File: src/rtl/core/slf_pkg.sv
// ----------------------------------------------------------------------------
// slf_pkg: shared types and constants for the streaming line fit
// Sample and result payload structs, default sizes, status codes.
// ----------------------------------------------------------------------------
package slf_pkg;

    localparam int SAMPLE_BITS_DEF    = 16;
    localparam int MAX_PAIRS_LOG2_DEF = 20;

    localparam int CNT_W  = 21;
    localparam int SUM_W  = 37;
    localparam int SQ_W   = 53;
    localparam int PROD_W = 128;
    localparam int GAIN_W = 32;
    localparam int BIAS_W = 40;

    localparam logic [1:0] ST_OK    = 2'd0;
    localparam logic [1:0] ST_FEW   = 2'd1;
    localparam logic [1:0] ST_DEGEN = 2'd2;
    localparam logic [1:0] ST_SAT   = 2'd3;

    typedef struct packed {
        logic [15:0] sample_x;
        logic [15:0] sample_y;
        logic        last_sample;
    } sample_t;

    typedef struct packed {
        logic signed [GAIN_W-1:0] fit_gain;
        logic signed [BIAS_W-1:0] fit_bias;
        logic [CNT_W-1:0]         sample_count;
        logic [1:0]               fit_status;
    } fit_t;

    // request from the sequencer to the shared multiplier
    typedef struct packed {
        logic              start;
        logic [SQ_W-1:0]   op_a;
        logic [SQ_W-1:0]   op_b;
    } mul_req_t;

    typedef struct packed {
        logic              start;
        logic              neg;
        logic [PROD_W-1:0] num;
        logic [PROD_W-1:0] den;
    } div_req_t;

endpackage

File: src/rtl/core/slf_mul.sv
// ----------------------------------------------------------------------------
// slf_mul: shared 53x53 multiplier
// Sequential: one 32x32 partial product per cycle, four partial products;
// the full product is ready when done rises.
// ----------------------------------------------------------------------------
module slf_mul (
    input  logic                          aclk,
    input  logic                          aresetn,
    input  slf_pkg::mul_req_t             req,
    output logic                          done,
    output logic [slf_pkg::PROD_W-1:0]    prod
);
    logic [1:0]                    step_reg, step_next;
    logic                          busy_reg, busy_next;
    logic [63:0]                   a_reg, b_reg;
    logic [slf_pkg::PROD_W-1:0]    acc_reg, acc_next;
    logic [31:0]                   pa, pb;
    logic [63:0]                   pp_reg;
    logic                          pv_reg;
    logic [1:0]                    pstep_reg;
    logic                          done_reg;

    assign pa = step_reg[0] ? a_reg[63:32] : a_reg[31:0];
    assign pb = step_reg[1] ? b_reg[63:32] : b_reg[31:0];

    always_comb begin
        busy_next = busy_reg;
        step_next = step_reg;
        acc_next  = acc_reg;
        if (req.start) begin
            busy_next = 1'b1;
            step_next = 2'd0;
            acc_next  = '0;
        end else if (busy_reg) begin
            step_next = step_reg + 2'd1;
            if (step_reg == 2'd3) begin
                busy_next = 1'b0;
            end
        end
        if (pv_reg) begin
            acc_next = acc_reg + ({64'd0, pp_reg} << (7'(pstep_reg[0]) * 7'd32
                                                    + 7'(pstep_reg[1]) * 7'd32));
        end
    end

    always_ff @(posedge aclk) begin
        if (!aresetn) begin
            busy_reg <= 1'b0;
            pv_reg   <= 1'b0;
            done_reg <= 1'b0;
            step_reg <= 2'd0;
        end else begin
            busy_reg <= busy_next;
            step_reg <= step_next;
            pv_reg   <= busy_reg && !req.start;
            done_reg <= pv_reg && (pstep_reg == 2'd3);
        end
        if (req.start) begin
            a_reg <= {11'd0, req.op_a};
            b_reg <= {11'd0, req.op_b};
        end
        pp_reg    <= 64'(pa) * 64'(pb);
        pstep_reg <= step_reg;
        acc_reg   <= acc_next;
    end

    assign done = done_reg;
    assign prod = acc_reg;
endmodule

File: config.mk
export PLATFORM = sky130hd
export DESIGN_NAME = slf_mul
export DESIGN_NICKNAME = d
export VERILOG_FILES = /design/src/rtl/core/slf_pkg.sv /design/src/rtl/core/slf_mul.sv
export SDC_FILE = /design/constraint.sdc
export NUM_CORES = 2
export LEC_CHECK = 0
export BUFFER_PORTS_ARGS = -buffer_cell sky130_fd_sc_hd__buf_2
export CAP_MARGIN = 20
export CORE_AREA = 4 4 308 310
export CTS_CLUSTER_SIZE = 40
export DETAILED_ROUTE_END_ITERATION = 10
export DIE_AREA = 0 0 312 314
export PLACE_DENSITY = 0.77
export SYNTH_ARGS = -nofsm -noshare
export SYNTH_HDL_FRONTEND = slang
export SYNTH_SLANG_ARGS = --single-unit
File: constraint.sdc
create_clock -name aclk -period 8.4 [get_ports aclk]
set_input_delay 1.68 -clock aclk [delete_from_list [all_inputs] [get_ports aclk]]
set_output_delay 1.68 -clock aclk [all_outputs]
set_load 0.05 [all_outputs]
==> impl_metrics.json <==
{
  "status": "finished clean",
  "crit_path_max_incr_delay_ns": 0.59,
  "arrival_ns": 8.84,
  "startpoint_type": "register",
  "globalRoute.totalOverflow": 0,
  "hold_path.startpoint": "busy_reg",
  "finalCriticalPeriod_ns": 8.297,
  "synth_most_common_cell": "inv_1",
  "insertion_delay_ns": 0.65,
  "largest_register_ffs": 128,
  "n_fill_cell": 7767,
  "worstReg2RegEnd": "pp_reg[61]",
  "finalCritPeriodShare_pct": 98.77,
  "postRouteAntennaNets": 0,
  "synthesis.nets": 7209,
  "die_w_um": 312,
  "min_path_cells": 2,
  "cpMostUsedCell": "fa_1",
  "synthArstFlopShare_pct": 0,
  "end_kind": "register",
  "netlist_area_sq_mm": 0.05210,
  "synth_area_per_cell_sq_um": 8.966,
  "ys.flop_type": "edfxtp_1",
  "cts_buffer_depth": 3,
  "cts_tree": "yes",
  "crit_buf_inv": 6,
  "yosys_warnings": 0,
  "drv_slew": 0,
  "finClkSkew_ns": 0.04253,
  "hold_buffers": 0,
  "max_freq_mhz": 120.5,
  "grt_pass1_vias": 44750,
  "cp.required_ns": 8.94,
  "setup_slack_ns": 0.1030,
  "cp_slowest_cell": "fa_1",
  "synth_top_cell_by_area": "fa_1",
  "finalWirelength_um": 185000,
  "syn2layout_area_growth_pct": 9.952,
  "wl_per_cell_um": 25.66,
  "numCtsBuffers": 39,
  "placementRows": 111,
  "final_nets": 7392,
  "synth_edf_count": 234,
  "ff2ff_setup_slack_ns": 0.10,
  "setup_violations": 0,
  "antenna_found_initial": 2,
  "gp_congestion": 1.079,
  "grtUsageTotal_pct": 37.30,
  "initial_core_util_pct": 56.84,
  "rsz0062_at_grt": "yes",
  "syn_inst": 5811,
  "synth_cell_types": 86,
  "grt_max_degree": 68,
  "maxCapViolCount": 0,
  "via_count": 43520,
  "h-tree-depth": 2,
  "synth_area_leaders": "fa_1 (34%), edfxtp_1 (13%), ha_1 (9.4%)",
  "drc": 0,
  "r2r_start": "step_reg[1]",
  "initialDrtViolationCount": 4309,
  "io_pins": 238,
  "die_height_um": 314,
  "yosysSeqAreaShare_pct": 16.22,
  "io_buffers": 237,
  "die_area_sq_mm": 0.09797,
  "place_hpwl_um": 152000,
  "synthTopCellsByCount": "inv_1 (936), fa_1 (897), nor2_1 (852), nand2_1 (614), ha_1 (392)",
  "worstSetupPathType": "reg -> reg",
  "path_clk_slew_ns": 0.06,
  "min_to": "step_reg[0]",
  "dr.pass1.iters": 6,
  "hold_viol_final": 0,
  "grt_pass1_wl_um": 274200,
  "tightest_slew_ns": 1.071,
  "pre_cts_ws_ns": -0.01510,
  "crit_family": "adder cells",
  "worstPathMaxFanout": 25,
  "synth_top_area_share_pct": 34.47,
  "cts.sinks": 305,
  "viasPerCell": 6.035,
  "ys_seq_elements": 305,
  "reg2regPathDepth": 27,
  "cts-root-buf": "clkbuf_16",
  "core_sq_mm": 0.09166,
  "relSlewSlack_pct": 26.56,
  "hold_path_class": "reg -> reg",
  "drive_gt1_share_pct": 10.96
}
==> placed cells by master, fill, tap and decap left out, types with 118 or more instances in the layout <==
cell / Yosys / final
buf_4: 2 / 173
nor2_1: 852 / 852
fa_1: 897 / 897
buf_2: 17 / 237
edfxtp_1: 234 / 234
ha_1: 392 / 387
a21oi_1: 260 / 254
nand2_1: 614 / 614
o21ai_0: 118 / 118
inv_1: 936 / 936
==> repair_timing <==
action,4_1_cts,5_1_grt
gates resized for setup,2,46
hold endpoints to repair,0,0
buffers inserted,0,24
gates cloned,0,8
endpoints found under the setup margin,3,15
pin swaps,0,3
==> how the worst max path moves through the flow <==
| stage | start | cells after the start | slack, ns | to |
|---|---|---|---|---|
| final | step_reg[1] | 27 | 0.10 | pp_reg[61] |
| after floorplan | step_reg[0] | 30 | 0.02 | pp_reg[61] |
| after global routing | step_reg[1] | 28 | -0.11 | pp_reg[61] |
| after detailed placement | step_reg[1] | 25 | -0.02 | pp_reg[63] |
| after global placement | step_reg[1] | 26 | 0.02 | pp_reg[62] |
| after CTS | step_reg[1] | 27 | 0.007 | pp_reg[61] |
==> layer usage <==
| layer | global-route usage [%] | share of wire [%] |
|---|---|---|
| met1 | 45.52 | 36 |
| met2 | 59.13 | 45 |
| met3 | 10.78 | 11 |
| met4 | 22.26 | 7.7 |
| met5 | 0.6917 | 0.11 |
==> worst reg2reg max path, stage by stage (launching register included) <==
cell and delay [ns]:
dfxtp_4 0.46, buf_4 0.16, mux2i_2 0.25, buf_12 0.24, nor2_1 0.10, fa_1 0.59
fa_1 0.46, fa_1 0.52, inv_1 0.05, fa_1 0.53, inv_1 0.08, fa_1 0.50
inv_1 0.05, fa_1 0.54, inv_1 0.05, fa_1 0.51, fa_1 0.42, ha_1 0.33
a21oi_2 0.19, o211ai_1 0.16, or3_1 0.40, a2111o_1 0.44, nand3_1 0.17, a21oi_2 0.11
a41oi_2 0.24, o21ai_1 0.15, a311oi_1 0.35, xnor2_1 0.16
==> layout make-up <==
type,instances,area [sq um],share of cell area [%]
tap,1186,1484,2.590
inverter,938,3522,6.149
sequential,305,8457,14.76
multi-input combinational,4251,39130,68.31
clock inverter,22,183.9,0.3211
timing repair buffer,459,3426,5.980
clock buffer,49,1077,1.881
antenna,1,2.502,0.004368
==> cells by family (layout without fill, tap and decap cells) <==
| family | count (synthesis) | count (layout) | share of synthesized area [%] |
|---|---|---|---|
| AO/OA/AOI/OAI | 781 | 781 | 9.630 |
| XOR/XNOR | 156 | 156 | 2.623 |
| adder cells (fa/ha/maj) | 1289 | 1289 | 43.88 |
| buffers and inverters | 1255 | 1468 | 9.373 |
| flip-flops | 305 | 305 | 16.22 |
| multiplexers | 133 | 133 | 2.659 |
| other | 0 | 1 | 0 |
| AND/OR/NAND/NOR | 1892 | 1892 | 15.62 |
==> through the flow <==
stage | instance area [sq um] | util (%) | TNS (ns) | hold slack [ns] | instances
after global routing | 57280 | 62.49 | -0.3403 | 0.5813 | 7210
after global placement | 55370 | 60.41 | 0 | 0.5357 | 7107
after floorplan | 52130 | - | 0 | 0.3621 | 5811
after detailed placement | 55370 | 60.41 | -0.01510 | 0.5558 | 7107
after CTS | 56640 | 61.79 | 0 | 0.5654 | 7178
final | 57280 | 62.49 | 0 | 0.5665 | 7211
Power is left out: the tool's default activity adds up to more than one toggle a clock period on the data nets, which glitch-free logic cannot reach.
