[src/rtl/core/slf_pkg.sv]
// ----------------------------------------------------------------------------
// slf_pkg: shared types and constants for the streaming line fit
// Sample and result payload structs, default sizes, status codes.
// ----------------------------------------------------------------------------
package slf_pkg;

    localparam int SAMPLE_BITS_DEF    = 16;
    localparam int MAX_PAIRS_LOG2_DEF = 20;

    localparam int CNT_W  = 21;
    localparam int SUM_W  = 37;
    localparam int SQ_W   = 53;
    localparam int PROD_W = 128;
    localparam int GAIN_W = 32;
    localparam int BIAS_W = 40;

    localparam logic [1:0] ST_OK    = 2'd0;
    localparam logic [1:0] ST_FEW   = 2'd1;
    localparam logic [1:0] ST_DEGEN = 2'd2;
    localparam logic [1:0] ST_SAT   = 2'd3;

    typedef struct packed {
        logic [15:0] sample_x;
        logic [15:0] sample_y;
        logic        last_sample;
    } sample_t;

    typedef struct packed {
        logic signed [GAIN_W-1:0] fit_gain;
        logic signed [BIAS_W-1:0] fit_bias;
        logic [CNT_W-1:0]         sample_count;
        logic [1:0]               fit_status;
    } fit_t;

    // request from the sequencer to the shared multiplier
    typedef struct packed {
        logic              start;
        logic [SQ_W-1:0]   op_a;
        logic [SQ_W-1:0]   op_b;
    } mul_req_t;

    typedef struct packed {
        logic              start;
        logic              neg;
        logic [PROD_W-1:0] num;
        logic [PROD_W-1:0] den;
    } div_req_t;

endpackage

[src/rtl/core/slf_div.sv]
// ----------------------------------------------------------------------------
// slf_div: shared restoring divider
// One quotient bit per cycle over a 128-bit dividend; sign passed on neg.
// ----------------------------------------------------------------------------
module slf_div (
    input  logic                          aclk,
    input  logic                          aresetn,
    input  slf_pkg::div_req_t             req,
    output logic                          done,
    output logic [slf_pkg::PROD_W-1:0]    quot,
    output logic                          neg
);
    localparam int W = slf_pkg::PROD_W;

    logic [W-1:0]   num_reg, den_reg, rem_reg, q_reg;
    logic [W:0]     trial;
    logic [7:0]     cnt_reg;
    logic           busy_reg, done_reg, neg_reg;

    assign trial = {rem_reg, num_reg[W-1]} - {1'b0, den_reg};

    always_ff @(posedge aclk) begin
        if (!aresetn) begin
            busy_reg <= 1'b0;
            done_reg <= 1'b0;
            cnt_reg  <= '0;
        end else begin
            done_reg <= 1'b0;
            if (req.start) begin
                busy_reg <= 1'b1;
                cnt_reg  <= 8'(W - 1);
            end else if (busy_reg) begin
                cnt_reg <= cnt_reg - 8'd1;
                if (cnt_reg == 8'd0) begin
                    busy_reg <= 1'b0;
                    done_reg <= 1'b1;
                end
            end
        end
        if (req.start) begin
            num_reg <= req.num;
            den_reg <= req.den;
            neg_reg <= req.neg;
            rem_reg <= '0;
            q_reg   <= '0;
        end else if (busy_reg) begin
            num_reg <= num_reg << 1;
            if (!trial[W]) begin
                rem_reg <= trial[W-1:0];
                q_reg   <= {q_reg[W-2:0], 1'b1};
            end else begin
                rem_reg <= {rem_reg[W-2:0], num_reg[W-1]};
                q_reg   <= {q_reg[W-2:0], 1'b0};
            end
        end
    end

    assign done = done_reg;
    assign quot = q_reg;
    assign neg  = neg_reg;
endmodule

[config.mk]
export PLATFORM = sky130hd
export DESIGN_NAME = slf_div
export DESIGN_NICKNAME = d
export VERILOG_FILES = /design/src/rtl/core/slf_pkg.sv /design/src/rtl/core/slf_div.sv
export SDC_FILE = /design/constraint.sdc
export NUM_CORES = 1
export LEC_CHECK = 0
export BUFFER_PORTS_ARGS = -buffer_cell sky130_fd_sc_hd__buf_4
export CORE_MARGIN = 1
export CORE_UTILIZATION = 40
export DETAILED_ROUTE_END_ITERATION = 6
export MAX_ROUTING_LAYER = met4
export SLEW_MARGIN = 10
export SYNTH_ARGS = -nofsm -noshare
export SYNTH_HDL_FRONTEND = slang
export SYNTH_SLANG_ARGS = --single-unit
[constraint.sdc]
create_clock -name aclk -period 9.24 [get_ports aclk]
set_input_delay 1.848 -clock aclk [delete_from_list [all_inputs] [get_ports aclk]]
set_output_delay 1.848 -clock aclk [all_outputs]
set_load 0.005 [all_outputs]
==> results of run 1 <==
layout make-up:
type | count | share of cell area (%)
clock buffer | 78 | 4.95
clock inverter | 34 | 1.25
multi-input combinational | 2138 | 41.9
inverter | 184 | 2.00
tap | 950 | 3.42
antenna | 10 | 0.0720
timing repair buffer | 406 | 8.83
sequential | 523 | 37.6
report_power, final:
group	internal [mW]	switching, mW	leakage (nW)	total (mW)
Clock	1.52	1.03	1.05	2.55
Combinational	0.413	0.604	8.34	1.02
Sequential	2.60	0.0636	4.71	2.66
per-layer routing:
metal  wire, um  GRT usage (%)  vias to the layer above
li1           -              -                    11500
met2      38000           35.8                      609
met3       6300           6.10                      126
met5          0              -                        -
met1      36600           28.5                    10900
met4       2100           6.33                        0
worst max-delay path by stage:
stage,endpoint,depth (start not counted)
5_1_grt,rem_reg[77]$_SDFFE_PP0P_,15
4_1_cts,rem_reg[85]$_SDFFE_PP0P_,15
2_1_floorplan,num_reg[0]$_SDFFCE_PN0P_,4
6_report,rem_reg[85]$_SDFFE_PP0P_,15
3_3_place_gp,rem_reg[97]$_SDFFE_PP0P_,8
3_5_place_dp,rem_reg[77]$_SDFFE_PP0P_,8
worst max-delay path: stages (launching register included):
cell and delay, ns:
edfxtp_1 0.35, inv_1 0.05, ha_1 0.22, fa_1 0.41
nand2b_1 0.19, a21o_1 0.21, a211oi_4 0.29, a21o_1 0.20
nand3_2 0.15, a2111oi_4 0.68, o21ai_2 0.23, a211oi_4 0.29
buf_12 0.68, nor2_2 0.44, a22oi_1 0.25, o21ai_0 0.11
metrics by stage:
step                hold WS [ns]  area (um^2)  instances  utilization, %
detailed placement         0.462        32600       4201            45.5
global route               0.481        34700       4323            48.5
CTS                        0.470        34700       4313            48.5
floorplan                  0.444        29000       3009               -
global placement           0.457        32600       4201            45.5
finish                     0.465        34700       4323            48.5
placed cells by master, fill, tap and decap left out, drive strengths merged, types with 32 or more instances in the layout:
cell type  instances
dfxtp            266
inv              189
a21oi            216
nor3              46
o21ai            197
nor2             335
mux2             129
ha               130
o21a              32
nand2            221
mux2i            215
xnor2             65
edfxtp           257
nand4             65
buf              406
clkbuf            78
a211oi            72
xor2              51
a21o              56
cell families (layout without fill, tap and decap cells):
logic type      count (synthesis)  in the layout  share of synthesized area [%]
compound gates                757            757                           16.5
buf+inv                       348            702                           4.81
xor+xnor                      116            116                           3.50
flops                         523            523                           45.0
simple gates                  790            790                           12.1
fa+ha+maj                     131            131                           5.68
mux                           344            344                           12.4
other cells                     0             10                              0
==> flow_metrics.py, run 1 <==
metrics = {
    "yosys": {
        "async_flop_share_pct": 0,
        "yosys_register_bits": 523,
        "syn_nets": 3400,
        "netlist.area_leader.share_pct": 26.6,
        "syn_area_per_cell_um2": 9.64,
        "yosysTopAreaCell": "edfxtp_1",
        "ys_types": 75,
        "synth_top_flop_cell": "dfxtp_1",
        "synth-warning-count": 0,
        "yosysMostFrequentCell": "nor2_1",
        "syn_inst": 3009,
        "syn_area_mm2": 0.0290,
        "synth_area_leaders": "edfxtp_1 (27%), dfxtp_1 (18%), mux2i_1 (7.4%)",
        "ys_seq_area_share_pct": 45.0,
        "ys_top_cells_by_count": "nor2_1 (335), dfxtp_1 (266), edfxtp_1 (257)",
        "synth_enable_flop_cells": 257,
    },
    "critical_path": {
        "crit-reg2reg-launch": "num_reg[127]$_DFFE_PP_",
        "critPathKind": "reg2reg",
        "start_kind": "flip-flop",
        "cp_data_required_time_ns": 9.71,
        "path_max_fanout": 144,
        "worstPathArrival_ns": 5.45,
        "worstSetupEndpointType": "flip-flop",
        "ff2ff_setup_slack_ns": 4.26,
        "reg2regPathDepth": 15,
        "critPathLaunch": "num_reg[127]$_DFFE_PP_",
        "r2r_end": "rem_reg[85]$_SDFFE_PP0P_",
    },
    "cells_and_area": {
        "area_delta_synth_final_pct": 19.8,
        "regArea_mm2": 0.0130,
        "nFillCells": 6945,
        "drive_gt1_share_pct": 20.0,
        "nets": 3704,
        "multi_input_area_mm2": 0.0146,
    },
    "job": {
        "maxCapViolCount": 0,
    },
    "place": {
        "dp_hpwl_um": 60800,
        "dpl_worst_slack_ns": 4.01,
        "port_buffers": 389,
        "globalplace.congestion": 0.941,
    },
    "floorplanning": {
        "pin_count": 390,
        "core_area_mm2": 0.0716,
        "num_rows": 98,
        "die_x_um": 271,
        "fp.dieArea_mm2": 0.0736,
        "start_util_pct": 40.5,
        "die_h_um": 271,
    },
    "sta": {
        "fin_crit_sh_pct": 53.9,
        "fmax_mhz": 201,
        "tns_ns": 0,
        "max_slew_margin_pct": 25.8,
        "finalClockSkew_ns": 0.0340,
        "tightest_slew_ns": 1.11,
        "setup_slack_ns": 4.26,
        "final_hold_viol_count": 0,
        "period_needed_ns": 4.98,
        "slew_violations": 0,
        "setup_viol": 0,
        "rsz0062_at_grt": "false",
    },
    "hold_path": {
        "hold_depth": 2,
        "min_to": "rem_reg[35]$_SDFFE_PP0P_",
        "hp-start": "rem_reg[35]$_SDFFE_PP0P_",
        "hp-class": "reg2reg",
    },
    "cts": {
        "post-cts-setup-buffers": 0,
        "cts_root_buf": "clkbuf_16",
        "htreeDepth": 2,
        "post_cts_resized": 0,
        "numCtsBuffers": 60,
        "cts.path.max_buffers": 3,
        "ctsHoldBuffers": 0,
        "clock_sinks": 523,
        "clkSlewWorstSetupHoldPaths_ns": 0.06,
        "worstSkewPairLatency_ns": 0.64,
        "cts_tree": "yes",
    },
    "pwr": {
        "leakage_nw": 14.1,
        "powerDensity_mw_per_mm2": 179,
        "power_mw": 6.22,
        "peakVddDrop_mv": 0.173,
    },
    "drt": {
        "drtAntennaViolNets": 0,
        "drt_wl_total_um": 83000,
        "drtIter0Drc": 1509,
        "vias_per_cell": 5.35,
        "vias": 23100,
        "wire_per_inst_um": 19.2,
        "drtPass1Iterations": 6,
        "drc": 0,
    },
    "global_routing": {
        "antenna_found_initial": 10,
        "grt_overflow": 0,
        "grt_pass1_wl_um": 129000,
        "grt.total_usage_pct": 22.7,
        "grt_max_degree": 145,
        "grt_pass1_vias": 22600,
    },
    "run_status": {
        "outcome": "complete, no violations",
    },
}
No activity file was read; power rests on OpenSTA's default activity.
==> run 2, diff against run 1 <==
==> constraint.sdc (replaced) <==
create_clock -name aclk -period 5.2 [get_ports aclk]
set_input_delay 1.04 -clock aclk [delete_from_list [all_inputs] [get_ports aclk]]
set_output_delay 1.04 -clock aclk [all_outputs]
set_load 0.005 [all_outputs]
==> flow_metrics.py, run 2 (synthesis gave the netlist of run 1 again) <==
metrics = {
    "global_routing": {
        "grt_pass1_vias": 22800,
        "antenna_found_initial": 13,
        "grt_max_degree": 176,
        "grt.total_usage_pct": 22.8,
        "grt_pass1_wl_um": 129000,
        "grt_overflow": 0,
    },
    "critical_path": {
        "crit-reg2reg-launch": "num_reg[127]$_DFFE_PP_",
        "ff2ff_setup_slack_ns": 0.77,
        "r2r_end": "rem_reg[32]$_SDFFE_PP0P_",
        "start_kind": "flip-flop",
        "worstPathArrival_ns": 4.89,
        "worstSetupEndpointType": "flip-flop",
        "cp_data_required_time_ns": 5.67,
        "critPathKind": "reg2reg",
        "reg2regPathDepth": 15,
        "path_max_fanout": 55,
    },
    "cts": {
        "post_cts_resized": 0,
        "clkSlewWorstSetupHoldPaths_ns": 0.06,
        "post-cts-setup-buffers": 0,
        "cts.path.max_buffers": 3,
        "worstSkewPairLatency_ns": 0.65,
        "cts_root_buf": "clkbuf_16",
        "cts_tree": "yes",
        "htreeDepth": 2,
        "numCtsBuffers": 58,
        "ctsHoldBuffers": 0,
        "clock_sinks": 523,
    },
    "sta": {
        "tns_ns": 0,
        "fin_crit_sh_pct": 85.1,
        "rsz0062_at_grt": "false",
        "max_slew_margin_pct": 28.0,
        "final_hold_viol_count": 0,
        "finalClockSkew_ns": 0.0285,
        "tightest_slew_ns": 1.08,
        "slew_violations": 0,
        "setup_slack_ns": 0.775,
        "period_needed_ns": 4.43,
        "fmax_mhz": 226,
        "setup_viol": 0,
    },
    "drt": {
        "drtPass1Iterations": 6,
        "vias_per_cell": 5.40,
        "wire_per_inst_um": 19.3,
        "drc": 0,
        "drt_wl_total_um": 83500,
        "drtIter0Drc": 1459,
        "vias": 23400,
        "drtAntennaViolNets": 0,
    },
    "floorplanning": {
        "num_rows": 98,
        "fp.dieArea_mm2": 0.0736,
        "die_h_um": 271,
        "core_area_mm2": 0.0716,
        "die_x_um": 271,
        "start_util_pct": 40.5,
        "pin_count": 390,
    },
    "place": {
        "dp_hpwl_um": 61400,
        "dpl_worst_slack_ns": 0.787,
        "post_dp_cell_area_mm2": 0.0327,
        "globalplace.congestion": 0.915,
        "port_buffers": 389,
    },
    "hold_path": {
        "hp-start": "rem_reg[6]$_SDFFE_PP0P_",
        "hp-class": "reg2reg",
        "hold_depth": 2,
        "min_to": "rem_reg[6]$_SDFFE_PP0P_",
    },
    "pwr": {
        "peakVddDrop_mv": 0.248,
        "leakage_nw": 14.1,
        "powerDensity_mw_per_mm2": 309,
    },
    "cells_and_area": {
        "layout_common_cells": "buf_4 (414), nor2_1 (333), dfxtp_1 (265)",
        "final_common_cell": "buf_4",
        "area_delta_synth_final_pct": 19.6,
        "stdcell_area_mm2": 0.0347,
        "drive_gt1_share_pct": 19.8,
        "nets": 3715,
    },
    "run_status": {
        "outcome": "complete, no violations",
    },
    "job": {
        "maxCapViolCount": 0,
    },
}
==> run 2: worst max path at each step <==
stage                           start                       end  cells after the start
5_1_grt        num_reg[127]$_DFFE_PP_  rem_reg[31]$_SDFFE_PP0P_                     15
3_3_place_gp   num_reg[127]$_DFFE_PP_  rem_reg[36]$_SDFFE_PP0P_                     15
2_1_floorplan                req[257]  num_reg[0]$_SDFFCE_PN0P_                      4
4_1_cts        num_reg[127]$_DFFE_PP_  rem_reg[32]$_SDFFE_PP0P_                     15
3_5_place_dp   num_reg[127]$_DFFE_PP_  rem_reg[29]$_SDFFE_PP0P_                     15
6_report       num_reg[127]$_DFFE_PP_  rem_reg[32]$_SDFFE_PP0P_                     15
==> run 2: per-stage QoR <==
step           hold slack [ns]  instances  utilization, %  power [mW]
6_report                 0.462       4333            48.4        10.7
5_1_grt                  0.483       4333            48.4        11.2
4_1_cts                  0.467       4320            48.4        10.8
3_5_place_dp             0.460       4214            45.7        6.61
3_3_place_gp             0.459       4214            45.7        6.61
2_1_floorplan            0.444       3009               -        6.02
==> run 2: critical path: stages, from the launching register on <==
cell and delay, ns:
edfxtp_1 0.34, inv_1 0.05, ha_1 0.21, fa_1 0.41, nand2b_1 0.19, a21o_1 0.21, a211oi_4 0.29, a21o_1 0.22
nand3_2 0.15, a2111oi_4 0.50, o21ai_2 0.20, a211oi_4 0.39, buf_12 0.36, buf_4 0.35, mux2i_1 0.23, a211oi_1 0.09
==> run 2: layout make-up <==
type,count,area (um^2)
diodes,13,32.5
clock buffers,83,1690
clock inverters,23,256
fillers,6949,36900
inverters,184,693
multi-input cells,2138,14600
flip-flops and latches,523,13000
well taps,950,1190
repair buffers,419,3200
==> run 2: power breakdown <==
part	switching, mW	internal [mW]
combinational	1.09	0.742
sequential	0.107	4.61
clock	1.77	2.41
==> run 2: metal layers <==
layer,global-route usage [%],share of wire [%],wire length (um),vias to the layer above
met5,-,0,0,-
met4,6.59,2.5,2090,0
met3,5.52,7.4,6220,117
met2,35.5,45,37900,662
met1,29.3,45,37200,11100
li1,-,-,-,11500
==> run 3, diff against run 2 <==
--- a/config.mk
+++ b/config.mk
@@ -7,7 +7,7 @@
 export LEC_CHECK = 0
 export BUFFER_PORTS_ARGS = -buffer_cell sky130_fd_sc_hd__buf_4
 export CORE_MARGIN = 1
-export CORE_UTILIZATION = 40
+export CORE_UTILIZATION = 45
 export DETAILED_ROUTE_END_ITERATION = 6
 export MAX_ROUTING_LAYER = met4
 export SLEW_MARGIN = 10
==> flow_metrics.py, run 3 (synthesis gave the netlist of run 1 again) <==
metrics = {
    "sta": {
        "finalClockSkew_ns": 0.0340,
        "tightest_slew_ns": 1.19,
        "final_hold_viol_count": 0,
        "tns_ns": 0,
        "fin_crit_sh_pct": 86.9,
        "rsz0062_at_grt": "false",
        "max_slew_margin_pct": 20.6,
        "setup_viol": 0,
        "period_needed_ns": 4.52,
        "setup_slack_ns": 0.680,
        "fmax_mhz": 221,
        "slew_violations": 0,
    },
    "pwr": {
        "switchingPower_mw": 2.97,
        "intPower_mw": 7.63,
        "peakVddDrop_mv": 0.302,
        "leakage_nw": 14.0,
        "sw_frac_of_total_pct": 28.0,
        "power_frac_comb_pct": 17.3,
        "powerDensity_mw_per_mm2": 308,
        "seq_power_share_pct": 44.7,
        "power_frac_clock_pct": 38.1,
    },
    "cts": {
        "clkSlewWorstSetupHoldPaths_ns": 0.07,
        "clock_sinks": 523,
        "ctsHoldBuffers": 0,
        "htreeDepth": 2,
        "numCtsBuffers": 58,
        "post_cts_resized": 0,
        "worstSkewPairLatency_ns": 0.65,
        "cts_root_buf": "clkbuf_16",
        "post-cts-setup-buffers": 0,
        "cts_tree": "yes",
        "cts.path.max_buffers": 3,
    },
    "cells_and_area": {
        "final_common_cell": "buf_4",
        "nets": 3713,
        "layout_common_cells": "buf_4 (411), nor2_1 (333), dfxtp_1 (265)",
        "utilization_pct": 54.4,
        "area_delta_synth_final_pct": 18.8,
        "drive_gt1_share_pct": 19.7,
        "stdcell_area_mm2": 0.0344,
        "nFillCells": 5865,
    },
    "place": {
        "post_dp_cell_area_mm2": 0.0326,
        "dpl_worst_slack_ns": 0.785,
        "port_buffers": 389,
        "dp_hpwl_um": 64400,
        "globalplace.congestion": 0.970,
    },
    "hold_path": {
        "hp-start": "rem_reg[45]$_SDFFE_PP0P_",
        "hp-class": "reg2reg",
    },
    "drt": {
        "vias": 23700,
        "drt_wl_total_um": 86400,
        "drtPass1Iterations": 6,
        "drc": 0,
        "vias_per_cell": 5.63,
        "drtIter0Drc": 1461,
        "wire_per_inst_um": 20.5,
        "drtAntennaViolNets": 0,
    },
    "floorplanning": {
        "start_util_pct": 45.8,
        "core_area_mm2": 0.0633,
        "die_h_um": 256,
        "die_x_um": 256,
        "pin_count": 390,
        "num_rows": 92,
        "fp.dieArea_mm2": 0.0655,
    },
    "critical_path": {
        "critPathKind": "reg2reg",
        "worstSetupEndpointType": "flip-flop",
        "critPathLaunch": "num_reg[127]$_DFFE_PP_",
        "path_max_fanout": 15,
        "crit-reg2reg-launch": "num_reg[127]$_DFFE_PP_",
        "worstPathArrival_ns": 5.07,
        "cp_data_required_time_ns": 5.75,
        "start_kind": "flip-flop",
    },
    "global_routing": {
        "grt_max_degree": 170,
        "grt_pass1_vias": 23500,
        "grt.total_usage_pct": 26.4,
        "grt_overflow": 0,
        "antenna_found_initial": 3,
        "grt_pass1_wl_um": 134000,
    },
    "run_status": {
        "outcome": "complete, no violations",
    },
    "job": {
        "maxCapViolCount": 0,
    },
}
==> run 3: cell count changes in the layout (fill, tap and decap cells not counted), sizes merged <==
cell      change
clkinvlp      +4
bufinv        -2
buf           -2
inv           -1
diode        -10
clkbuf        -2
==> run 3: stage by stage <==
step | hold slack (ns) | power, mW | std cells
after global placement | 0.455 | 6.60 | 4108
after floorplan | 0.444 | 6.02 | 3009
after CTS | 0.471 | 10.7 | 4213
after detailed placement | 0.463 | 6.62 | 4108
final | 0.469 | 10.6 | 4216
after global routing | 0.489 | 11.1 | 4216
==> run 3: worst paths after layout <==
check	endpoint	slack, ns	cells after the start
setup / recovery	rem_reg[113]$_SDFFE_PP0P_	0.68	16
hold / removal	rem_reg[45]$_SDFFE_PP0P_	0.47	2
setup reg to reg	rem_reg[113]$_SDFFE_PP0P_	0.68	16
hold reg to reg	rem_reg[45]$_SDFFE_PP0P_	0.47	2
==> run 3: critical path: stages (launching register included) <==
cell	delay, ns
edfxtp_1	0.36
inv_1	0.05
ha_1	0.22
fa_1	0.42
nand2b_1	0.18
a21o_1	0.25
a211oi_4	0.34
a21o_1	0.21
nand3_2	0.15
a2111oi_4	0.36
buf_4	0.21
o2111a_1	0.25
a211oi_4	0.08
buf_4	0.23
nor2_2	0.78
a22oi_1	0.18
o21ai_0	0.15
==> run 3: layout make-up <==
type                            instances  area [um^2]  area share, %
Multi-Input combinational cell       2138        14600           42.3
Inverter                              184          693           2.01
Tap cell                              846         1060           3.07
Antenna cell                            3         7.51         0.0218
Sequential cell                       523        13000           37.9
Clock buffer                           81         1650           4.79
Timing Repair Buffer                  417         3200           9.29
Clock inverter                         24          218          0.632
==> run 3: metal layers <==
| layer | GRT usage (%) | wire length [um] |
|---|---|---|
| met3 | 6.05 | 6180 |
| met1 | 33.8 | 38300 |
| met2 | 42.1 | 40000 |
| met4 | 6.74 | 1960 |
| met5 | - | 0 |
==> run 3: power by group through the flow <==
stage / sequential [mW] / combinational (mW) / clock, mW
floorplan: 4.77 / 1.25 / 0
global placement: 4.81 / 1.79 / 0
detailed placement: 4.82 / 1.81 / 0
CTS: 4.73 / 1.82 / 4.13
global route: 4.76 / 2.00 / 4.29
finish: 4.73 / 1.83 / 4.03
